<file path="src/hxd_pkg.sv">
// Shared types, character codes and helper functions for the hex escape decoder.
package hxd_pkg;

    typedef enum logic [1:0] {
        PH_IDLE,
        PH_BSL,
        PH_X,
        PH_HI
    } phase_t;

    localparam logic [1:0] KIND_DATA    = 2'd0;
    localparam logic [1:0] KIND_END_OK  = 2'd1;
    localparam logic [1:0] KIND_END_OVF = 2'd2;

    localparam logic [7:0] CH_BACKSLASH = 8'h5C;
    localparam logic [7:0] CH_X         = 8'h78;

    localparam int MAX_RESULTS = 4;
    localparam int RES_CNT_W   = 3;

    localparam int            ADDR_W           = 3;
    localparam logic [0:0]    REG_IDX_CAPACITY = 1'b0;
    localparam logic [15:0]   CAPACITY_RESET   = 16'd256;

    typedef struct packed {
        logic [RES_CNT_W-1:0]             count;
        logic [MAX_RESULTS-1:0][7:0]      bytes;
        logic [MAX_RESULTS-1:0][1:0]      kinds;
    } res_bundle_t;

    typedef struct packed {
        phase_t phase;
        logic   overflow;
    } dec_status_t;

    function automatic logic is_hex(input logic [7:0] c);
        return ((c >= 8'h30) && (c <= 8'h39)) ||
               ((c >= 8'h61) && (c <= 8'h66)) ||
               ((c >= 8'h41) && (c <= 8'h46));
    endfunction

    // Letters a-f and A-F have the digit's value minus nine in their low nibble.
    function automatic logic [3:0] hex_val(input logic [7:0] c);
        logic [3:0] v;
        if (c <= 8'h39)
        begin
            v = c[3:0];
        end
        else
        begin
            v = c[3:0] + 4'd9;
        end
        return v;
    endfunction

endpackage

</file>
<file path="src/hxd_apb_regs.sv">
// APB register file holding the output capacity.
module hxd_apb_regs (
    input  logic                       clk,
    input  logic                       rst_n,
    input  logic                       psel,
    input  logic                       penable,
    input  logic                       pwrite,
    input  logic [hxd_pkg::ADDR_W-1:0] paddr,
    input  logic [31:0]                pwdata,
    output logic [31:0]                prdata,
    output logic                       pready,
    output logic [15:0]                capacity
);

    logic [15:0] capacity_reg;
    logic        wr_en;

    assign pready   = 1'b1;
    assign wr_en    = psel && penable && pwrite && pready &&
                      (paddr[2] == hxd_pkg::REG_IDX_CAPACITY);
    assign capacity = capacity_reg;

    always_ff @(posedge clk or negedge rst_n)
    begin
        if (!rst_n)
        begin
            capacity_reg <= hxd_pkg::CAPACITY_RESET;
        end
        else if (wr_en)
        begin
            capacity_reg <= pwdata[15:0];
        end
    end

    always_comb
    begin
        prdata = '0;
        if (paddr[2] == hxd_pkg::REG_IDX_CAPACITY)
        begin
            prdata = {16'd0, capacity_reg};
        end
    end

endmodule

</file>
<file path="src/hxd_decoder.sv">
// Escape state machine: turns one buffered item into a bundle of up to four results.
module hxd_decoder #(
    parameter int COUNT_BITS = 16
) (
    input  logic                 clk,
    input  logic                 rst_n,
    input  logic [7:0]           item_byte,
    input  logic                 item_end,
    input  logic                 advance,
    input  logic [15:0]          capacity,
    output hxd_pkg::res_bundle_t bundle,
    output hxd_pkg::dec_status_t status
);

    localparam int EW = ((COUNT_BITS > 16) ? COUNT_BITS : 16) + 3;

    hxd_pkg::phase_t         phase_reg, phase_next;
    logic [7:0]              held_reg, held_next;
    logic [COUNT_BITS-1:0]   bw_reg, bw_next;
    logic                    ovf_reg, ovf_next;

    logic [3:0][7:0]                 cand;
    logic [hxd_pkg::RES_CNT_W-1:0]   m;
    logic [hxd_pkg::RES_CNT_W-1:0]   s;
    logic [3:0]                      ok;
    logic                            rescan;
    logic                            hit;
    logic [EW-1:0]                   bwe;
    logic [EW-1:0]                   cmax_e;

    assign cmax_e = {{(EW-COUNT_BITS){1'b0}}, {COUNT_BITS{1'b1}}};

    always_ff @(posedge clk or negedge rst_n)
    begin
        if (!rst_n)
        begin
            phase_reg <= hxd_pkg::PH_IDLE;
            held_reg  <= '0;
            bw_reg    <= '0;
            ovf_reg   <= 1'b0;
        end
        else if (advance)
        begin
            phase_reg <= phase_next;
            held_reg  <= held_next;
            bw_reg    <= bw_next;
            ovf_reg   <= ovf_next;
        end
    end

    always_comb
    begin
        cand       = '0;
        m          = '0;
        rescan     = 1'b0;
        phase_next = phase_reg;
        held_next  = held_reg;

        if (item_end)
        begin
            // Flush whatever part of an escape is still held.
            unique case (phase_reg)
                hxd_pkg::PH_IDLE:
                begin
                    m = 3'd0;
                end
                hxd_pkg::PH_BSL:
                begin
                    cand[0] = hxd_pkg::CH_BACKSLASH;
                    m       = 3'd1;
                end
                hxd_pkg::PH_X:
                begin
                    cand[0] = hxd_pkg::CH_BACKSLASH;
                    cand[1] = hxd_pkg::CH_X;
                    m       = 3'd2;
                end
                hxd_pkg::PH_HI:
                begin
                    cand[0] = hxd_pkg::CH_BACKSLASH;
                    cand[1] = hxd_pkg::CH_X;
                    cand[2] = held_reg;
                    m       = 3'd3;
                end
                default:
                begin
                    m = 3'd0;
                end
            endcase
        end
        else if (!ovf_reg)
        begin
            unique case (phase_reg)
                hxd_pkg::PH_IDLE:
                begin
                    rescan = 1'b1;
                end
                hxd_pkg::PH_BSL:
                begin
                    if (item_byte == hxd_pkg::CH_X)
                    begin
                        phase_next = hxd_pkg::PH_X;
                    end
                    else
                    begin
                        cand[0] = hxd_pkg::CH_BACKSLASH;
                        m       = 3'd1;
                        rescan  = 1'b1;
                    end
                end
                hxd_pkg::PH_X:
                begin
                    if (hxd_pkg::is_hex(item_byte))
                    begin
                        held_next  = item_byte;
                        phase_next = hxd_pkg::PH_HI;
                    end
                    else
                    begin
                        cand[0] = hxd_pkg::CH_BACKSLASH;
                        cand[1] = hxd_pkg::CH_X;
                        m       = 3'd2;
                        rescan  = 1'b1;
                    end
                end
                hxd_pkg::PH_HI:
                begin
                    if (hxd_pkg::is_hex(item_byte))
                    begin
                        cand[0]    = {hxd_pkg::hex_val(held_reg), hxd_pkg::hex_val(item_byte)};
                        m          = 3'd1;
                        phase_next = hxd_pkg::PH_IDLE;
                    end
                    else
                    begin
                        cand[0] = hxd_pkg::CH_BACKSLASH;
                        cand[1] = hxd_pkg::CH_X;
                        cand[2] = held_reg;
                        m       = 3'd3;
                        rescan  = 1'b1;
                    end
                end
                default:
                begin
                    m = 3'd0;
                end
            endcase

            // The byte that ended a failed escape is handled again from idle.
            if (rescan)
            begin
                if (item_byte == hxd_pkg::CH_BACKSLASH)
                begin
                    phase_next = hxd_pkg::PH_BSL;
                end
                else
                begin
                    phase_next    = hxd_pkg::PH_IDLE;
                    cand[m[1:0]]  = item_byte;
                    m             = m + 3'd1;
                end
            end
        end

        // Emits succeed as a prefix: once one hits the capacity, all later ones fail.
        s   = '0;
        bwe = '0;
        for (int k = 0; k < hxd_pkg::MAX_RESULTS; k++)
        begin
            bwe   = EW'(bw_reg) + EW'(k);
            ok[k] = !ovf_reg && (3'(k) < m) &&
                    ((bwe + EW'(1)) < EW'(capacity)) && (bwe < cmax_e);
            s     = s + 3'(ok[k]);
        end
        hit = (s < m);

        bundle.bytes = cand;
        bundle.kinds = '0;
        for (int k = 0; k < hxd_pkg::MAX_RESULTS; k++)
        begin
            bundle.kinds[k] = hxd_pkg::KIND_DATA;
        end

        if (item_end)
        begin
            bundle.bytes[s[1:0]] = 8'd0;
            bundle.kinds[s[1:0]] = (ovf_reg || hit || (capacity == 16'd0)) ?
                                   hxd_pkg::KIND_END_OVF : hxd_pkg::KIND_END_OK;
            bundle.count = s + 3'd1;
            phase_next   = hxd_pkg::PH_IDLE;
            held_next    = '0;
            bw_next      = '0;
            ovf_next     = 1'b0;
        end
        else
        begin
            bundle.count = s;
            bw_next      = bw_reg + COUNT_BITS'(s);
            ovf_next     = ovf_reg || hit;
            if (hit)
            begin
                phase_next = hxd_pkg::PH_IDLE;
                held_next  = '0;
            end
        end
    end

    assign status.phase    = phase_reg;
    assign status.overflow = ovf_reg;

endmodule

</file>
<file path="src/hxd_result_buf.sv">
// Output register that hands out the results of one item, one transfer per cycle while m_axis_tready is high.
module hxd_result_buf (
    input  logic                 clk,
    input  logic                 rst_n,
    input  logic                 load,
    input  hxd_pkg::res_bundle_t bundle,
    output logic                 can_load,
    output logic                 m_axis_tvalid,
    input  logic                 m_axis_tready,
    output logic [7:0]           m_axis_tdata,
    output logic [1:0]           m_axis_tuser,
    output logic                 m_axis_tlast,
    output logic [hxd_pkg::RES_CNT_W-1:0] count
);

    logic [hxd_pkg::RES_CNT_W-1:0]          cnt_reg, cnt_next;
    logic [hxd_pkg::MAX_RESULTS-1:0][7:0]   bytes_reg, bytes_next;
    logic [hxd_pkg::MAX_RESULTS-1:0][1:0]   kinds_reg, kinds_next;
    logic                                   xfer;

    assign xfer          = m_axis_tvalid && m_axis_tready;
    assign can_load      = (cnt_reg == 3'd0) || ((cnt_reg == 3'd1) && m_axis_tready);
    assign m_axis_tvalid = (cnt_reg != 3'd0);
    assign m_axis_tdata  = bytes_reg[0];
    assign m_axis_tuser  = kinds_reg[0];
    assign m_axis_tlast  = (cnt_reg == 3'd1);
    assign count         = cnt_reg;

    always_comb
    begin
        cnt_next   = cnt_reg;
        bytes_next = bytes_reg;
        kinds_next = kinds_reg;
        if (load)
        begin
            cnt_next   = bundle.count;
            bytes_next = bundle.bytes;
            kinds_next = bundle.kinds;
        end
        else if (xfer)
        begin
            cnt_next = cnt_reg - 3'd1;
            for (int k = 0; k < hxd_pkg::MAX_RESULTS - 1; k++)
            begin
                bytes_next[k] = bytes_reg[k+1];
                kinds_next[k] = kinds_reg[k+1];
            end
        end
    end

    always_ff @(posedge clk or negedge rst_n)
    begin
        if (!rst_n)
        begin
            cnt_reg <= '0;
        end
        else
        begin
            cnt_reg <= cnt_next;
        end
    end

    always_ff @(posedge clk)
    begin
        bytes_reg <= bytes_next;
        kinds_reg <= kinds_next;
    end

endmodule

</file>
<file path="src/hex_escape_decoder_top.sv">
// Top level of the backslash-x hex escape decoder.
//
//  Channel   | Direction | Handshake           | Payload
//  ----------+-----------+---------------------+-------------------------------------------
//  s_axis    | in        | tvalid / tready     | tdata[7:0] in_byte, tlast end_of_text
//  m_axis    | out       | tvalid / tready     | tdata[7:0] out_byte, tuser[1:0] result_kind,
//            |           |                     | tlast last_of_run
//  apb       | in        | psel/penable/pready | 0x0 out_capacity (16 bits)
//
// An input transfer lands in an input register; the escape logic then decodes it in one pass
// into an output register that holds all of that item's results.
// Items of zero or one result are taken at one byte per cycle while m_axis_tready is high.
// A failed escape or a flushing end gives up to four results; while they are handed out,
// the next item with results waits until only the last one is left in the output register.
// Reset clears the escape state and the byte count and sets the capacity to 256.
// A stalled output holds its result while one more item waits in the input register.
module hex_escape_decoder_top #(
    parameter int COUNT_BITS = 16
) (
    input  logic                       clk,
    input  logic                       rst_n,
    input  logic                       s_axis_tvalid,
    output logic                       s_axis_tready,
    input  logic [7:0]                 s_axis_tdata,   // [7:0] in_byte
    input  logic                       s_axis_tlast,
    output logic                       m_axis_tvalid,
    input  logic                       m_axis_tready,
    output logic [7:0]                 m_axis_tdata,   // [7:0] out_byte
    output logic [1:0]                 m_axis_tuser,   // [1:0] result_kind
    output logic                       m_axis_tlast,
    input  logic                       psel,
    input  logic                       penable,
    input  logic                       pwrite,
    input  logic [hxd_pkg::ADDR_W-1:0] paddr,
    input  logic [31:0]                pwdata,
    output logic [31:0]                prdata,
    output logic                       pready
);

    logic                          item_valid_reg, item_valid_next;
    logic [7:0]                    item_byte_reg;
    logic                          item_end_reg;
    logic                          s_xfer;
    logic                          consume;
    logic                          can_load;
    logic [15:0]                   capacity;
    logic [hxd_pkg::RES_CNT_W-1:0] buf_count;
    hxd_pkg::res_bundle_t          bundle;
    hxd_pkg::dec_status_t          status;

    hxd_apb_regs u_regs (
        .clk      (clk),
        .rst_n    (rst_n),
        .psel     (psel),
        .penable  (penable),
        .pwrite   (pwrite),
        .paddr    (paddr),
        .pwdata   (pwdata),
        .prdata   (prdata),
        .pready   (pready),
        .capacity (capacity)
    );

    hxd_decoder #(
        .COUNT_BITS (COUNT_BITS)
    ) u_decoder (
        .clk       (clk),
        .rst_n     (rst_n),
        .item_byte (item_byte_reg),
        .item_end  (item_end_reg),
        .advance   (consume),
        .capacity  (capacity),
        .bundle    (bundle),
        .status    (status)
    );

    hxd_result_buf u_out (
        .clk           (clk),
        .rst_n         (rst_n),
        .load          (consume && (bundle.count != 3'd0)),
        .bundle        (bundle),
        .can_load      (can_load),
        .m_axis_tvalid (m_axis_tvalid),
        .m_axis_tready (m_axis_tready),
        .m_axis_tdata  (m_axis_tdata),
        .m_axis_tuser  (m_axis_tuser),
        .m_axis_tlast  (m_axis_tlast),
        .count         (buf_count)
    );

    // An item with no results never waits for the output register.
    assign consume       = item_valid_reg && ((bundle.count == 3'd0) || can_load);
    assign s_axis_tready = !item_valid_reg || consume;
    assign s_xfer        = s_axis_tvalid && s_axis_tready;

    always_comb
    begin
        item_valid_next = item_valid_reg;
        if (s_xfer)
        begin
            item_valid_next = 1'b1;
        end
        else if (consume)
        begin
            item_valid_next = 1'b0;
        end
    end

    always_ff @(posedge clk or negedge rst_n)
    begin
        if (!rst_n)
        begin
            item_valid_reg <= 1'b0;
        end
        else
        begin
            item_valid_reg <= item_valid_next;
        end
    end

    always_ff @(posedge clk)
    begin
        if (s_xfer)
        begin
            item_byte_reg <= s_axis_tdata;
            item_end_reg  <= s_axis_tlast;
        end
    end

    // A status result always closes the results of its item.
    a_status_is_last: assert property (@(posedge clk) disable iff (!rst_n)
        (m_axis_tvalid && (m_axis_tuser != hxd_pkg::KIND_DATA)) |-> m_axis_tlast)
        else $error("status result without tlast");

    // After an overflow nothing of an escape may stay held.
    a_ovf_idle: assert property (@(posedge clk) disable iff (!rst_n)
        status.overflow |-> (status.phase == hxd_pkg::PH_IDLE))
        else $error("escape held after overflow");

    // A waiting item is neither lost nor overwritten.
    a_item_held: assert property (@(posedge clk) disable iff (!rst_n)
        (item_valid_reg && !consume) |=> (item_valid_reg && $stable(item_byte_reg)))
        else $error("input register lost its item");

    a_buf_bound: assert property (@(posedge clk) disable iff (!rst_n)
        buf_count <= 3'(hxd_pkg::MAX_RESULTS))
        else $error("output register holds too many results");

endmodule
</file>
<file path="config.mk">
export PLATFORM = sky130hd
export DESIGN_NAME = hex_escape_decoder_top
export DESIGN_NICKNAME = d
export VERILOG_FILES = /design/src/hxd_pkg.sv /design/src/hxd_apb_regs.sv /design/src/hxd_decoder.sv /design/src/hxd_result_buf.sv /design/src/hex_escape_decoder_top.sv
export SDC_FILE = /design/constraint.sdc
export NUM_CORES = 1
export LEC_CHECK = 0
export ABC_CLOCK_PERIOD_IN_PS = 10400
export BUFFER_PORTS_ARGS = -buffer_cell sky130_fd_sc_hd__buf_2
export CAP_MARGIN = 5
export CORE_MARGIN = 3
export CORE_UTILIZATION = 35
export DETAILED_ROUTE_END_ITERATION = 6
export SLEW_MARGIN = 20
export SYNTH_ARGS = -nofsm -noshare
export SYNTH_HDL_FRONTEND = slang
export SYNTH_HIERARCHICAL = 1
export SYNTH_SLANG_ARGS = --single-unit
</file>
<file path="constraint.sdc">
create_clock -name clk -period 10.4 [get_ports clk]
set_input_delay 1.04 -clock clk [delete_from_list [all_inputs] [get_ports clk]]
set_output_delay 1.04 -clock clk [all_outputs]
set_load 0.02 [all_outputs]
</file>
==> Word level (Yosys, flattened, before mapping) <==
Cells that the tools add are included.
{ "op_classes": {"add_sub_neg": 15, "mul": 0, "div": 0, "order_cmp": 24, "n_eq_ne": 10, "shifts": 0, "mux": 74, "bitwise": 4, "reduce_logical": 49} }
{ "ops": {"columns": ["operator", "n"], "rows": [
  ["$mux W8", 17],
  ["$mux W32", 3],
  ["$mux W24", 3],
  ["$add A19 B1 Y19 const B", 3],
  ["$lt A19 B16 Y1", 3],
  ["$lt A19 B16 Y1 const B", 3],
  ["$mux W16", 3],
  ["$mux W40", 1],
  ["$add A16 B2 Y17 const B", 2],
  ["$and A32 B32 Y32", 1],
  ["$bwmux W32", 1],
  ["$demux W8 S2", 2],
  ["$not A32 Y32", 1],
  ["$mux W3", 9],
  ["$logic_and A1 B1 Y1", 25],
  ["$pmux W8 S3", 1],
  ["$mux W2", 11],
  ["$mux W7", 3],
  ["$add A16 B1 Y17 const B", 1],
  ["$lt A17 B16 Y1", 1],
  ["$add A16 B3 Y16", 1],
  ["$eq A8 B7 Y1 const B", 2],
  ["$ge A8 B7 Y1 const B", 2],
  ["$le A8 B6 Y1 const B", 2],
  ["42 further kinds", 75]
]} }
{ "word_totals": {"ff_bits": 96, "latchBits": 0, "ramBits": 0, "romBits": 0, "inputBits": 51, "output_inout_bits": 46, "word_cells": 193, "n_memories": 0} }

==> Logic depth before layout (Yosys ltp) <==
Gate-level depths: netlist of run 1.
{ "logic_depth": {"ltp_word": 28, "mapped_depth": 30, "mapped_depth_nobuf": 28} }

==> Cells and area by module <==
The synthesis of run 1 kept the hierarchy.
{ "by_module_without_submodules": {"columns": ["mod", "n_inst", "cells_each", "area_each_um2", "seq_area_each_um2"], "rows": [
  ["hxd_decoder", 1, 730, 5557.8, 675.6],
  ["hxd_result_buf", 1, 110, 1875.5, 1276.2],
  ["hxd_apb_regs", 1, 70, 900.9, 401.6],
  ["hex_escape_decoder_top", 1, 18, 349.1, 295.3]
]} }

==> Worst setup path before layout of run 1 <==
No wires, ideal clock.
{ "synth_timing": {"kind": "register to register", "startpoint": "reg u_decoder.bw_reg[0]", "endpoint": "reg u_out/bytes_reg[10] (netlist bit) (enable)", "setup_time_ps": 469, "arrival_ps": 6908, "t_required_ps": 9931, "path_slack_ps": 3023, "path_stages_with_launch": 25, "path_buffers": 3, "period_less_slack_ps": 7377, "cell_sequence": "dfrtp_1 buf_2 inv_1 ha_1 nor3_1 nand4b_1 or4_1 nor4_1 xor2_1 ha_1 nand4_1 nor2_1 a221o_1 a211oi_1 o311a_1 o21a_1 fa_1 ha_1 fa_1 mux2_2 or3_4 and3_1 buf_6 buf_6 nand2b_1"} }
{ "synth_lines": {"columns": ["element", "line_no", "text"], "rows": [
  ["start, declared", "hxd_decoder.sv:19", "logic [COUNT_BITS-1:0] bw_reg, bw_next;"],
  ["start signal, assigned", "hxd_decoder.sv:46", "bw_reg <= bw_next;"],
  ["end signal, assigned", "hxd_result_buf.sv:65", "bytes_reg <= bytes_next;"],
  ["end, declared", "hxd_result_buf.sv:17", "logic [hxd_pkg::MAX_RESULTS-1:0][7:0] bytes_reg, bytes_next;"]
]} }

==> results by group, run 1 <==
Flow run
  – Maxcap violations: 0

Global route
  – First-pass GRT wire length: 33500 um
  – Total grt overflow: 0
  – Initial antenna violation count: 0
  – Largest net degree at the start of global routing: 50
  – Vias in the first global route: 6112
  – Total track usage: 15.6%

Place
  – Dpl cell area: 9060 um2
  – DP HPWL: 16000 um
  – Routability congestion estimate from global placement: 0.887
  – Port bufs: 61
  – Placed Instances: 1258

Floorplanning
  – CORE AREA: 23900 um2
  – Chip height: 163 um
  – Initial Utilization: 36.3%
  – Die X: 163 um
  – DIE AREA: 26700 um2
  – Site Rows: 56
  – Top-Level Pins: 97

Setup path
  – R2R cell count: 26
  – Kind of critical path: reg2out
  – Buffers and inverters on the worst path: 2
  – Most common cell on crit path: ha_1
  – CP required: 9360 ps
  – Crit path max-delay family: simple AND/OR/NAND/NOR gates
  – Crit-path slowest cell: dfrtp_1
  – Arrival time at the worst endpoint: 7330 ps
  – Worst Setup End Kind: primary output
  – CP peak stage delay: 730 ps
  – Levels on crit path: 22
  – Worst Setup Start Kind: flip-flop
  – CP max FO: 15
  – Crit path cell chain: inv_1 > ha_1 > nor3_1 > nand4b_1 > or4_1 > nor4_1 > xor2_1 > ha_1 > nand4_1 > nor2_1 > a221o_1 > a211oi_1 > o311a_1 > o21a_1 > fa_1 > ha_1 > fa_1 > nand2_1 > o21ai_0 > or3_4 > nand2_1 > buf_2

Worst hold path
  – Hold Crit Depth: 1
  – Hold Path Class: reg2reg

Routing
  – DR WL met2: 8840 um
  – Drt drc: 0
  – Top layer in use: met4
  – TritonRoute pass-1 iters: 5
  – Met3 wire len: 799 um
  – DR iter-0 viols: 590
  – Met1 WL: 10600 um
  – Via count: 6664
  – Vias per cell: 5.23
  – Antenna-violating nets left: 0
  – DRT Wirelength: 20600 um
  – WL/cell: 16.2 um

Synth
  – Synth Area per Inst: 9.36 um2
  – Number of warning messages in the yosys log: 6
  – Synth Instances: 927
  – Synthesized area: 8680 um2

Clock tree
  – CTS root buffer: clkbuf_16
  – Inserted Clock Buffers: 9
  – Setup repair bufs after CTS: 0
  – Worst-skew pair later-pin latency: 360 ps
  – Cts hold-fix bufs: 0
  – Clk pin slew, worst setup/hold paths: 80 ps
  – CTS tree: yes
  – Clock sinks: 96
  – Htree depth: 3
  – CTS max path bufs: 2
  – Resized cells post-CTS: 0

Power
  – Power Density: 176 nW/um2
  – Max VDD drop: 156 uV
  – Leak: 0.00417 uW

Finish
  – Layout cells sized above 1: 15.5%
  – Area growth syn-to-layout: 7.92%
  – Final layout net count: 1099
  – Largest register FFs: 24
  – Diode count: 0
  – Final cell count without fillers: 1274
  – Final instance area: 9360 um2
  – Fin util: 39.2%
  – Fillers: 2405

STA
  – Final period util: 80.5%
  – Slew Limit Fails: 0
  – Final hold vios: 0
  – Post-layout min period: 8370 ps
  – Max_slew headroom: 43.0%
  – Least-Margin Pin Slew: 853 ps
  – RSZ-0062 raised after global routing: false
  – Fmax achieved: 119 MHz
  – Clk_skew: 8.11 ps
  – Hold_ws: 542 ps
  – Setup Viol. Count Final: 0
  – Setup TNS: 0 ps

Status
  – Status: finished, final reports clean
[routing by layer]
metal  track usage [%]  up-vias
met5                 0        -
met4              4.11        0
li1                  -     3330
met2              22.7      151
met1              24.4     3164
met3              1.75       19
[through the flow]
| step | power, uW | setup slack [ps] |
|---|---|---|
| after CTS | 1670 | 1980 |
| after global routing | 1770 | 1600 |
| final | 1640 | 2030 |
| after global placement | 1310 | 2030 |
| after floorplan | 1160 | 3020 |
| after detailed placement | 1330 | 2010 |
[power breakdown]
part	switching, uW	leakage, uW	total [uW]	internal [uW]
clock network	163	0.000141	331	168
logic	397	0.00294	678	281
registers	79.7	0.00109	635	555
total	640	0.00417	1640	1000
[final timing paths]
| path | from | endpoint | slack, ps |
|---|---|---|---|
| min | u_decoder/held_reg[7]$_DFFE_PN0P_ | u_decoder/held_reg[7]$_DFFE_PN0P_ | 540 |
| min reg2reg | u_decoder/held_reg[7]$_DFFE_PN0P_ | u_decoder/held_reg[7]$_DFFE_PN0P_ | 540 |
| min in group asynchronous | rst_n | u_regs/capacity[15]$_DFFE_PN0P_ | 700 |
| max in group asynchronous | rst_n | u_decoder/bw_reg[14]$_DFFE_PN0P_ | 9280 |
| max | u_decoder/bw_reg[0]$_DFFE_PN0P_ | s_axis_tready | 2030 |
| max reg2reg | u_decoder/bw_reg[0]$_DFFE_PN0P_ | u_decoder/bw_reg[9]$_DFFE_PN0P_ | 2090 |
[placed cells by master, fill, tap and decap left out, drive strengths merged, types with 6 or more instances in the layout]
cell,instances
ha,95
nor2,68
buf,64
xnor2,61
inv,55
nand2,54
edfxtp,49
mux2,47
dfrtp,46
a21oi,37
o21ai,34
nor3,31
a21o,25
xor2,25
nor2b,20
or3,18
nand3,17
conb,17
a22o,15
and3,14
and2,14
nor4,11
nand4,10
a211oi,10
clkbuf,9
o21a,8
or2,7
nand2b,6
o211ai,6
and2b,6
[layout make-up]
| cell class | count | area, um2 | share of cell area (%) |
|---|---|---|---|
| tap | 319 | 399 | 4.26 |
| clock inverter | 7 | 66.3 | 0.708 |
| sequential | 96 | 2650 | 28.3 |
| clock buffer | 9 | 225 | 2.41 |
| inverter | 53 | 199 | 2.12 |
| multi-input combinational | 726 | 5490 | 58.7 |
| timing repair buffer | 64 | 330 | 3.53 |
No activity file was read; power rests on OpenSTA's default activity.
==> run 2: changes to the inputs <==
Settings changed: ABC_CLOCK_PERIOD_IN_PS 10400 to 7400.
Clock period 10.4 ns to 7.4 ns, I/O delays scaled along.
==> results by group, run 2 (synthesized netlist as in run 1, its figures left out) <==
Status
  – Status: finished, final reports clean

Global route
  – Largest net degree at the start of global routing: 49
  – Vias in the first global route: 6437
  – Initial antenna violation count: 0
  – Met1 GRT Util: 24.2%
  – Most Crowded Layer GR: met1
  – Total grt overflow: 0
  – Met3 Use GR: 1.19%
  – Met2 Resource Use GR: 23.9%
  – First-pass GRT wire length: 34200 um
  – Total track usage: 15.8%

Place
  – Port bufs: 61
  – DP HPWL: 16500 um
  – Dpl cell area: 9320 um2
  – Routability congestion estimate from global placement: 0.904
  – Post-Place Setup Slack: -54.9 ps

Worst hold path
  – Hold Path Class: in2async

Finish
  – Diode count: 0
  – Largest register FFs: 24
  – Fin util: 40.7%
  – Layout cells sized above 1: 19.8%
  – Final instance area: 9710 um2
  – Final layout net count: 1137
  – Most frequent cells in the layout: ha_1, nor2_1, buf_2
  – Leading cell type in the layout, fill and taps excluded: ha_1
  – Area growth syn-to-layout: 12.0%

Flow run
  – Maxcap violations: 0

STA
  – Setup TNS: 0 ps
  – Hold_ws: 478 ps
  – RSZ-0062 raised after global routing: false
  – Slew Limit Fails: 0
  – Setup Viol. Count Final: 0
  – Final Worst Setup Slack: 306 ps
  – Post-layout min period: 7090 ps
  – Max_slew headroom: 36.8%
  – Clk_skew: 9.93 ps
  – Final period util: 95.9%
  – Final hold vios: 0
  – Least-Margin Pin Slew: 945 ps
  – Fmax achieved: 141 MHz

Floorplanning
  – Chip height: 163 um
  – Top-Level Pins: 97
  – Initial Utilization: 36.3%
  – Site Rows: 56
  – DIE AREA: 26700 um2
  – CORE AREA: 23900 um2
  – Die X: 163 um

Setup path
  – Kind of critical path: reg2out
  – Buffers and inverters on the worst path: 2
  – CP peak stage delay: 500 ps
  – Crit path max-delay family: simple AND/OR/NAND/NOR gates
  – Arrival time at the worst endpoint: 6350 ps
  – Worst Setup End Kind: primary output
  – Crit-path slowest cell: fa_1
  – Worst Setup Start Kind: flip-flop
  – CP required: 6660 ps
  – Crit path cell chain: ha_1 > buf_4 > nand2_1 > xnor2_2 > and4_1 > nand3_1 > or3_1 > nor3_1 > xnor2_1 > ha_1 > or3_1 > or3_1 > a31oi_1 > nor3_1 > a211oi_2 > fa_1 > ha_1 > fa_1 > nand2_1 > o21ai_1 > or3_4 > nand2_1 > buf_2
  – CP max FO: 8

Clock tree
  – Inserted Clock Buffers: 9
  – CTS tree: yes
  – CTS max path bufs: 2
  – Clock sinks: 96
  – CTS root buffer: clkbuf_16
  – Clk pin slew, worst setup/hold paths: 70 ps
  – Worst-skew pair later-pin latency: 360 ps
  – Htree depth: 3

Routing
  – DR iter-0 viols: 486
  – Antenna-violating nets left: 0
  – Drt drc: 0
  – Via count: 6843
  – DRT Wirelength: 21100 um
  – WL/cell: 16.1 um
  – Vias per cell: 5.22
  – TritonRoute pass-1 iters: 5

Power
  – Power Density: 246 nW/um2
  – Leak: 0.00437 uW
  – Max VDD drop: 188 uV
[run 2: cell count changes in the layout (fill, tap and decap cells not counted), moves of 2 or more]
| cell | previous run | this run |
|---|---|---|
| buf_4 | 4 | 40 |
| nor3_2 | 1 | 3 |
| dfrtp_2 | 0 | 2 |
| dfrtp_1 | 46 | 44 |
| nor3_1 | 30 | 28 |
| o21ai_1 | 0 | 2 |
| inv_6 | 2 | 4 |
| o21ai_0 | 33 | 31 |
[run 2: cell type report]
type,count,area (um2)
Sequential cell,96,2650
Tap cell,319,399
Inverter,53,199
Multi-Input combinational cell,726,5550
Clock inverter,7,63.8
Fill cell,2366,14200
Clock buffer,9,225
Timing Repair Buffer,102,626
[run 2: path summary, 6_finish.rpt]
path	startpoint	to	slack, ps	cells after the start
min in group clk	u_decoder/held_reg[7]$_DFFE_PN0P_	u_decoder/held_reg[7]$_DFFE_PN0P_	540	1
worst max register to register	u_decoder/bw_reg[1]$_DFFE_PN0P_	u_decoder/bw_reg[15]$_DFFE_PN0P_	380	26
worst min register to register	u_decoder/held_reg[7]$_DFFE_PN0P_	u_decoder/held_reg[7]$_DFFE_PN0P_	540	1
max in group asynchronous	rst_n	u_decoder/bw_reg[1]$_DFFE_PN0P_	6460	2
worst min-delay path	rst_n	u_regs/capacity[11]$_DFFE_PN0P_	480	2
worst max-delay path	u_decoder/bw_reg[1]$_DFFE_PN0P_	s_axis_tready	310	23
[run 2: routing by layer]
| layer | vias to the layer above | wire (um) |
|---|---|---|
| li1 | 3401 | - |
| met1 | 3242 | 10800 |
| met2 | 184 | 9160 |
| met3 | 16 | 868 |
| met4 | 0 | 289 |
| met5 | - | 0 |
[run 2: through the flow]
stage          power, uW  instances
6_report            2390       1312
5_1_grt             2550       1312
4_1_cts             2400       1308
3_5_place_dp        1920       1290
3_3_place_gp        1900       1290
2_1_floorplan       1630        942
[run 2: report_power, final]
| group | total [uW] | internal [uW] | switching (uW) |
|---|---|---|---|
| sequential | 886 | 781 | 105 |
| clock | 463 | 235 | 228 |
| combinational | 1040 | 451 | 586 |
[run 2: what timing repair did]
| item | 4_1_cts | 5_1_grt |
|---|---|---|
| buffers inserted | 2 | 4 |
| endpoints found under the setup margin | 10 | 53 |
| hold buffers | 0 | 0 |
| pin swaps | 1 | 1 |
| gates resized for setup | 2 | 12 |
